[src/hw/rtl/fca_pkg.sv]
// Package: shared types and constants of the cluster chain allocator.
package fca_pkg;

    localparam logic [2:0] ACT_ALLOC  = 3'd0;
    localparam logic [2:0] ACT_FREE   = 3'd1;
    localparam logic [2:0] ACT_FIND   = 3'd2;
    localparam logic [2:0] ACT_ENSURE = 3'd3;
    localparam logic [2:0] ACT_READ   = 3'd4;
    localparam logic [2:0] ACT_WRITE  = 3'd5;

    localparam logic CFG_DATA_START    = 1'b0;
    localparam logic CFG_CLUSTER_COUNT = 1'b1;

    // controller to datapath
    typedef struct packed {
        logic load;        // capture input word, cur <= start
        logic cur_from_rd; // cur <= read data
        logic cur_from_scan;
        logic scan_init;   // scan <= effective data start
        logic scan_inc;
        logic rd_cur;      // read entry at cur
        logic rd_scan;     // read entry at scan
        logic rd_addr;     // read entry at entry_address
        logic wr_cur_zero;
        logic wr_scan_end;
        logic wr_cur_scan; // link cur -> scan
        logic wr_addr_val;
        logic pos_dec;
        logic set_first_scan;
        logic set_last_scan;
        logic set_result_cur;
        logic set_result_rd;
        logic set_result_scan;
        logic set_ok;
        logic clr_ok;
        logic out_load;
        logic clear_wr;    // clearing pass write
    } fca_cmd_t;

    // datapath to controller
    typedef struct packed {
        logic [2:0] action;
        logic cur_zero;
        logic cur_end;
        logic cur_ok;
        logic rd_zero;
        logic rd_end;
        logic scan_ok;
        logic pos_zero;
        logic addr_ok;
        logic clear_last;
    } fca_stat_t;

endpackage

[src/hw/rtl/fca_ctrl.sv]
// Controller: sequences clearing pass, scans, chain walks and result.
module fca_ctrl
    import fca_pkg::*;
(
    input  logic      clk,
    input  logic      rst_n,
    input  logic      in_valid,
    output logic      in_stall,
    output logic      out_valid,
    input  logic      out_stall,
    input  fca_stat_t stat,
    output fca_cmd_t  cmd
);
    localparam logic [3:0] S_CLEAR  = 4'd0;
    localparam logic [3:0] S_IDLE   = 4'd1;
    localparam logic [3:0] S_DISP   = 4'd2;
    localparam logic [3:0] S_SCAN   = 4'd3;
    localparam logic [3:0] S_SCANW  = 4'd4;
    localparam logic [3:0] S_FREE   = 4'd5;
    localparam logic [3:0] S_FREEW  = 4'd6;
    localparam logic [3:0] S_WALK   = 4'd7;
    localparam logic [3:0] S_WALKW  = 4'd8;
    localparam logic [3:0] S_RAWW   = 4'd9;
    localparam logic [3:0] S_DONE   = 4'd10;
    localparam logic [3:0] S_LINKSCAN = 4'd11;
    localparam logic [3:0] S_LINKW    = 4'd12;
    localparam logic [3:0] S_LINK     = 4'd13;

    logic [3:0] state_reg, state_next;
    logic       ret_walk_reg, ret_walk_next; // scan belongs to ensure walk
    logic       busy_out_reg, busy_out_next;
    logic       accept;

    assign accept   = in_valid && !in_stall;
    assign in_stall = (state_reg != S_IDLE);
    assign out_valid = busy_out_reg;

    always_comb
    begin
        cmd = '0;
        state_next = state_reg;
        ret_walk_next = ret_walk_reg;
        busy_out_next = busy_out_reg && out_stall;
        unique case (state_reg)
            S_CLEAR:
            begin
                cmd.clear_wr = 1'b1;
                if (stat.clear_last) state_next = S_IDLE;
            end
            S_IDLE:
            begin
                if (accept)
                begin
                    cmd.load = 1'b1;
                    state_next = S_DISP;
                end
            end
            S_DISP:
            begin
                case (stat.action)
                    ACT_ALLOC:
                    begin
                        cmd.scan_init = 1'b1;
                        ret_walk_next = 1'b0;
                        state_next = S_SCAN;
                    end
                    ACT_FREE:
                    begin
                        cmd.set_ok = 1'b1;
                        state_next = S_FREE;
                    end
                    ACT_FIND:
                    begin
                        if (stat.cur_zero) state_next = S_DONE;
                        else
                        begin
                            cmd.set_ok = 1'b1;
                            state_next = S_WALK;
                        end
                    end
                    ACT_ENSURE:
                    begin
                        cmd.set_ok = 1'b1;
                        if (stat.cur_zero)
                        begin
                            cmd.scan_init = 1'b1;
                            ret_walk_next = 1'b1;
                            state_next = S_SCAN;
                        end
                        else state_next = S_WALK;
                    end
                    ACT_READ:
                    begin
                        if (stat.addr_ok)
                        begin
                            cmd.rd_addr = 1'b1;
                            state_next = S_RAWW;
                        end
                        else state_next = S_DONE;
                    end
                    ACT_WRITE:
                    begin
                        if (stat.addr_ok)
                        begin
                            cmd.wr_addr_val = 1'b1;
                            cmd.set_ok = 1'b1;
                        end
                        state_next = S_DONE;
                    end
                    default: state_next = S_DONE;
                endcase
            end
            S_SCAN:
            begin
                if (stat.scan_ok)
                begin
                    cmd.rd_scan = 1'b1;
                    state_next = S_SCANW;
                end
                else
                begin
                    cmd.clr_ok = 1'b1;
                    state_next = S_DONE;
                end
            end
            S_SCANW:
            begin
                if (stat.rd_zero)
                begin
                    cmd.wr_scan_end = 1'b1;
                    cmd.set_last_scan = ret_walk_reg || (stat.action == ACT_ENSURE);
                    if (stat.action == ACT_ENSURE)
                    begin
                        cmd.cur_from_scan = 1'b1;
                        if (stat.cur_zero) cmd.set_first_scan = 1'b1;
                        else
                        begin
                            // return to the walk through S_FREEW after the end mark write
                            state_next = S_FREEW;
                        end
                        if (stat.cur_zero) state_next = S_WALK;
                    end
                    else
                    begin
                        cmd.set_ok = 1'b1;
                        cmd.set_result_scan = 1'b1;
                        state_next = S_DONE;
                    end
                end
                else
                begin
                    cmd.scan_inc = 1'b1;
                    state_next = S_SCAN;
                end
            end
            S_FREE:
            begin
                if (stat.action == ACT_ENSURE)
                begin
                    // unreachable for ensure
                    state_next = S_DONE;
                end
                else if (stat.cur_zero || stat.cur_end) state_next = S_DONE;
                else if (!stat.cur_ok)
                begin
                    cmd.clr_ok = 1'b1;
                    state_next = S_DONE;
                end
                else
                begin
                    cmd.rd_cur = 1'b1;
                    state_next = S_FREEW;
                end
            end
            S_FREEW:
            begin
                if (stat.action == ACT_ENSURE)
                begin
                    state_next = S_WALK;
                end
                else
                begin
                    cmd.wr_cur_zero = 1'b1;
                    cmd.cur_from_rd = 1'b1;
                    state_next = S_FREE;
                end
            end
            S_WALK:
            begin
                if (stat.pos_zero)
                begin
                    cmd.set_result_cur = 1'b1;
                    state_next = S_DONE;
                end
                else if (!stat.cur_ok)
                begin
                    cmd.clr_ok = 1'b1;
                    state_next = S_DONE;
                end
                else
                begin
                    cmd.rd_cur = 1'b1;
                    state_next = S_WALKW;
                end
            end
            S_WALKW:
            begin
                if (stat.rd_end)
                begin
                    if (stat.action == ACT_FIND)
                    begin
                        cmd.clr_ok = 1'b1;
                        state_next = S_DONE;
                    end
                    else
                    begin
                        cmd.scan_init = 1'b1;
                        ret_walk_next = 1'b1;
                        state_next = S_LINKSCAN;
                    end
                end
                else
                begin
                    cmd.cur_from_rd = 1'b1;
                    cmd.pos_dec = 1'b1;
                    state_next = S_WALK;
                end
            end
            S_LINKSCAN:
            begin
                if (stat.scan_ok)
                begin
                    cmd.rd_scan = 1'b1;
                    state_next = S_LINKW;
                end
                else
                begin
                    cmd.clr_ok = 1'b1;
                    state_next = S_DONE;
                end
            end
            S_LINKW:
            begin
                if (stat.rd_zero)
                begin
                    cmd.wr_scan_end = 1'b1;
                    cmd.set_last_scan = 1'b1;
                    state_next = S_LINK;
                end
                else
                begin
                    cmd.scan_inc = 1'b1;
                    state_next = S_LINKSCAN;
                end
            end
            S_LINK:
            begin
                cmd.wr_cur_scan = 1'b1;
                cmd.cur_from_scan = 1'b1;
                cmd.pos_dec = 1'b1;
                state_next = S_WALK;
            end
            S_RAWW:
            begin
                cmd.set_ok = 1'b1;
                cmd.set_result_rd = 1'b1;
                state_next = S_DONE;
            end
            S_DONE:
            begin
                if (!busy_out_reg || !out_stall)
                begin
                    cmd.out_load = 1'b1;
                    busy_out_next = 1'b1;
                    state_next = S_IDLE;
                end
            end
            default: state_next = S_IDLE;
        endcase
    end

    always_ff @(posedge clk or negedge rst_n)
    begin
        if (!rst_n)
        begin
            state_reg    <= S_CLEAR;
            ret_walk_reg <= 1'b0;
            busy_out_reg <= 1'b0;
        end
        else
        begin
            state_reg    <= state_next;
            ret_walk_reg <= ret_walk_next;
            busy_out_reg <= busy_out_next;
        end
    end

    a_no_accept_busy: assert property (@(posedge clk) disable iff (!rst_n)
        (state_reg != S_IDLE) |-> in_stall)
        else $error("input accepted while busy");
    a_out_hold: assert property (@(posedge clk) disable iff (!rst_n)
        (out_valid && out_stall) |=> out_valid)
        else $error("result dropped under stall");
    a_load_idle: assert property (@(posedge clk) disable iff (!rst_n)
        cmd.load |=> (state_reg == S_DISP))
        else $error("load without dispatch");
endmodule

[config.mk]
export PLATFORM = sky130hd
export DESIGN_NAME = fca_ctrl
export DESIGN_NICKNAME = d
export VERILOG_FILES = /design/src/hw/rtl/fca_pkg.sv /design/src/hw/rtl/fca_ctrl.sv
export SDC_FILE = /design/constraint.sdc
export NUM_CORES = 1
export LEC_CHECK = 0
export BUFFER_PORTS_ARGS = -buffer_cell sky130_fd_sc_hd__buf_4
export CAP_MARGIN = 10
export CELL_PAD_IN_SITES_DETAIL_PLACEMENT = 0
export CELL_PAD_IN_SITES_GLOBAL_PLACEMENT = 1
export CORE_ASPECT_RATIO = 0.6
export CORE_MARGIN = 5
export CORE_UTILIZATION = 33
export CTS_BUF_LIST = sky130_fd_sc_hd__clkbuf_2 sky130_fd_sc_hd__clkbuf_4 sky130_fd_sc_hd__clkbuf_8
export CTS_CLUSTER_SIZE = 12
export DETAILED_ROUTE_END_ITERATION = 8
export GPL_TIMING_DRIVEN = 0
export HOLD_SLACK_MARGIN = 0.03
export PLACE_DENSITY = 0.82
export SLEW_MARGIN = 20
export SYNTH_ARGS = -nofsm -noshare
export SYNTH_HDL_FRONTEND = slang
export SYNTH_SLANG_ARGS = --single-unit
[constraint.sdc]
create_clock -name clk -period 2 [get_ports clk]
set_clock_uncertainty 0.05 [all_clocks]
set_input_delay 0.2 -clock clk [delete_from_list [all_inputs] [get_ports clk]]
set_output_delay 0.2 -clock clk [all_outputs]
set_load 0.01 [all_outputs]
# After elaboration in Yosys (flattened, before gate mapping)
# Cells that the tools add are included.
# totals
wordCells,130
register_bits,6
input_bits,16
# classes
reduce_logical,16
muxes,85
n_eq_ne,26
# ops
operator,n
one-hot mux 4 bit (14 select lines),1
two-way mux 1 bit,50
two-way mux 4 bit,12
"equality test 4 bit, second input constant",6
one-hot mux 4 bit (5 select lines),1
one-hot mux 1 bit (2 select lines),9
"equality test 4 x 3 -> 1 bit, second input constant",4
two-way mux 2 bit,6
"!= test 2 bit, second input constant",5
two-way mux 3 bit,3
"equality test 4 x 2 -> 1 bit, second input constant",2
"equality test 3 x 2 -> 1 bit, second input constant",2
"equality test 3 bit, second input constant",2
one-hot mux 1 bit (3 select lines),2
OR reduction 2 bit,3
AND reduction 5 bit,1
"equality test 4 x 1 -> 1 bit, second input constant",1
logical NOT 4 bit,1
"!= test 4 x 1 -> 1 bit, second input constant",1
one-hot mux 1 bit (4 select lines),1
"equality test 3 x 1 -> 1 bit, second input constant",1
logical NOT 1 bit,3
logical NOT 3 bit,1
logical OR 1 bit,3
other kinds (5),6

# Depth between registers and ports, before layout
# depth
depth_word,5
ltp_mapped,7
mapped_depth_nobuf,5

# Worst setup path after synthesis
# OpenSTA, ideal clock, no wires.
# synth_timing
kind,reg2out
from,reg state_reg[1]
to,out cmd[3] (netlist name)
arrival_time_ns,1.426
path_stages_with_launch,6
path_slack_ns,0.324
t_required_ns,1.750
cell_sequence,dfrtp_1 buf_2 nor2_1 nand2_1 nor3_1 a211o_1
# synth_lines
element,line_no,text
from (decl),fca_ctrl.sv:29,"logic [3:0] state_reg, state_next;"
from (signal assigned),fca_ctrl.sv:292,state_reg <= state_next;
to (decl),fca_ctrl.sv:12,output fca_cmd_t cmd

==> flow_summary.ini <==
[synth]
syn-instance-count = 141
synth_enable_flop_cells = 0
netlist.top_cell.by_area = dfrtp_1
synth-seq-cells = 6
dominantRegCellSynth = dfrtp_1
synth_top_area_share = 0.159
synth_cell_area_sq_um = 947
ys_warn_count = 0
yosysUniqueCellTypes = 51
seq_area_frac_synth = 0.159
synthTopCellsByArea = dfrtp_1 (16%), nor2_1 (6.7%), a21oi_1 (5.3%)
synth_async_sr_flop_share = 1.00
syn_nets = 157
syn_area_per_cell_sq_um = 6.72

[setup_path]
worstRegToRegCells = 6
critPathLaunchType = flop
critPathArrivalTime_ns = 1.65
timing.critical_path.cells = buf_2, nor2_4, nand2_1, nor3_2, a211o_1, buf_4
worst_path_largest_cell_delay_ns = 0.45
critical_path.n_buffers_inverters = 2
crit_path_max_fanout = 10
worstSetupPathDepth = 6
critPathCaptureType = output pin
timing_worst_setup_path_type = flop to output pin
slowest_stage = dfrtp_1
worstPathRequired_ns = 1.75
cpLargestDelayFamily = simple AND/OR/NAND/NOR gates

[place]
inst_count_dp = 213
dp.final_hpwl_um = 2620
place.port_buffers = 38
post_dp_cell_area_sq_um = 1270
gp_routability_congestion = 0.879

[status]
outcome = finished clean

[timing]
hold-worst-slack_ns = 0.165
rsz0062_at_grt = false
finalSetupViolCount = 0
tightestPinTransition_ns = 0.515
setup_total_negative_slack_ns = 0
finalCriticalPeriod_ns = 1.90
final-max-slew-violation-count = 0
fmax_ghz = 0.528
layout_worst_path_cycle_share = 0.948
timing_hold_violations_final = 0
slew_headroom = 0.648

[cells_and_area]
final.fill_count = 290
final_area_sq_um = 1360
insertedDiodeCount = 0
areaGrowthSynthToFinish_pct = 43.5
instances_no_fill = 217
layout-drive-gt1-share = 0.377
largest_register_ff_count = 4
nets = 201

[global_routing]
total_global_route_track_usage = 0.166
grt_start_max_net_pins = 11
first_global_vias = 1106
grt_antenna_before_repair = 0
globalRoute.totalOverflow = 0
grt_first_pass_wirelength_um = 5390

[detailed_routing]
firstDrtPassIters = 4
via_per_inst = 5.58
via_count = 1211
antenna_violating_nets_remaining = 0
route.detailed.drc = 0
aggregate_routed_wire_length_um = 3350
drt-wirelength-per-cell_um = 15.4
drt_iter0_markers = 149

[floorplan]
rows = 15
floorplan.core_area_sq_um = 2820
die_area_sq_um = 4080
floorplan.io_pins = 40
initial_core_util = 0.336
die_height_um = 51.5
die_width_um = 79.2

[pwr]
vdd.ir_drop.worst_v = 0.000376
power_leakage_uw = 0.000648
cellPowerDensity_nw_per_um2 = 1240

[cts]
cts_tree = built
worst_setup_hold_path_clk_slew_ns = 0.04
cts_root_buffer = clkbuf_8
h-tree-depth = 1
tritoncts_num_sinks = 6
cts_max_path_buffers = 2
cts_made_buffers = 3
clock_insertion_delay_worst_skew_ns = 0.23

[job]
drv.max_cap_violation_count = 0

[hold_path]
whs_path_depth = 3
timing.hold.worst.class = primary input to flop
[through the flow]
| step | utilization | worst slack [ns] | total power (uW) |
|---|---|---|---|
| 6_report | 0.483 | 0.104 | 1690 |
| 5_1_grt | 0.483 | 0.0130 | 1810 |
| 3_5_place_dp | 0.453 | 0.174 | 1440 |
| 3_3_place_gp | 0.453 | 0.170 | 1430 |
| 2_1_floorplan | - | 0.324 | 1050 |
| 4_1_cts | 0.472 | 0.00290 | 1640 |
[cells by family (layout without fill, tap and decap cells)]
group                  Yosys count  after routing  share of synthesized area
and+or+nand+nor                 68             68                      0.387
buffers and inverters           20             62                      0.110
muxes                            1              1                     0.0158
AOI/OAI and AO/OA               46             46                      0.329
DFF                              6              6                      0.159
[layer usage]
metal / track usage / vias up / share of wire
li1: - / 597 / -
met1: 0.234 / 550 / 0.47
met2: 0.256 / 62 / 0.43
met3: 0.0450 / 2 / 0.098
met4: 0.0314 / 0 / 0.0048
met5: 0 / - / 0
[worst min-delay path: cells and delay by family]
kind	cells	cell delay, ns
and+or+nand+nor	2	0.11
buffers and inverters	1	0.08
[layout by cell type, fill, tap and decap left out, types with 3 or more instances in the layout]
cell type and instances:
buf_4 39, nor2_1 16, nand2_1 13, a21oi_1 10
o21ai_0 8, nor3_1 7, buf_2 6, dfrtp_1 6
nor2b_1 5, inv_1 5, o22ai_1 4, nand2b_1 3
or3_1 3, inv_2 3, nor3_2 3, a31oi_1 3
and3_1 3, clkbuf_8 3
[layout make-up]
type	instances	area, sq um	share of cell area
timing repair buffer	39	295	0.217
sequential	6	150	0.110
buffer	12	77.6	0.0571
clock buffer	3	41.3	0.0304
inverter	8	30.0	0.0221
tap	34	42.5	0.0313
multi-input combinational	115	722	0.531
[cell usage after synthesis (2+ instances only)]
cell       count
buf_6          2
inv_2          3
dfrtp_1        6
nand3_1        2
a31oi_1        3
nand2_1       13
o22ai_1        4
buf_2          7
a2111oi_0      2
a21oi_1       10
o21ai_0        8
o21ai_1        2
nor2b_1        5
nand2b_1       3
a21boi_0       2
or3_1          3
inv_1          5
nor3_1        10
nor2_1        17
and3_1         3
[worst paths after layout]
path | startpoint | endpoint | slack [ns]
max | state_reg[1] | cmd[3] | 0.10
min | out_stall | out_valid | 0.16
max reg2reg | state_reg[1] | ret_walk_reg | 0.32
min reg2reg | out_valid | out_valid | 0.48
max in group asynchronous | rst_n | state_reg[3] | 1.52
min in group asynchronous | rst_n | state_reg[0] | 0.26
[timing repair]
| action | in CTS | in global routing |
|---|---|---|
| endpoints found under the setup margin | 2 | 4 |
| hold buffers | 1 | 0 |
| hold endpoints to repair | 6 | 0 |
| pin swaps | 0 | 1 |
| buffers inserted | 0 | 0 |
| resized for setup | 1 | 8 |
[power breakdown]
group,internal (uW),switching [uW],total (uW)
Combinational,539,731,1270
Sequential,183,49.3,232
Clock,129,53.4,183
Total,851,834,1690
(Power assumes the default switching activity.)
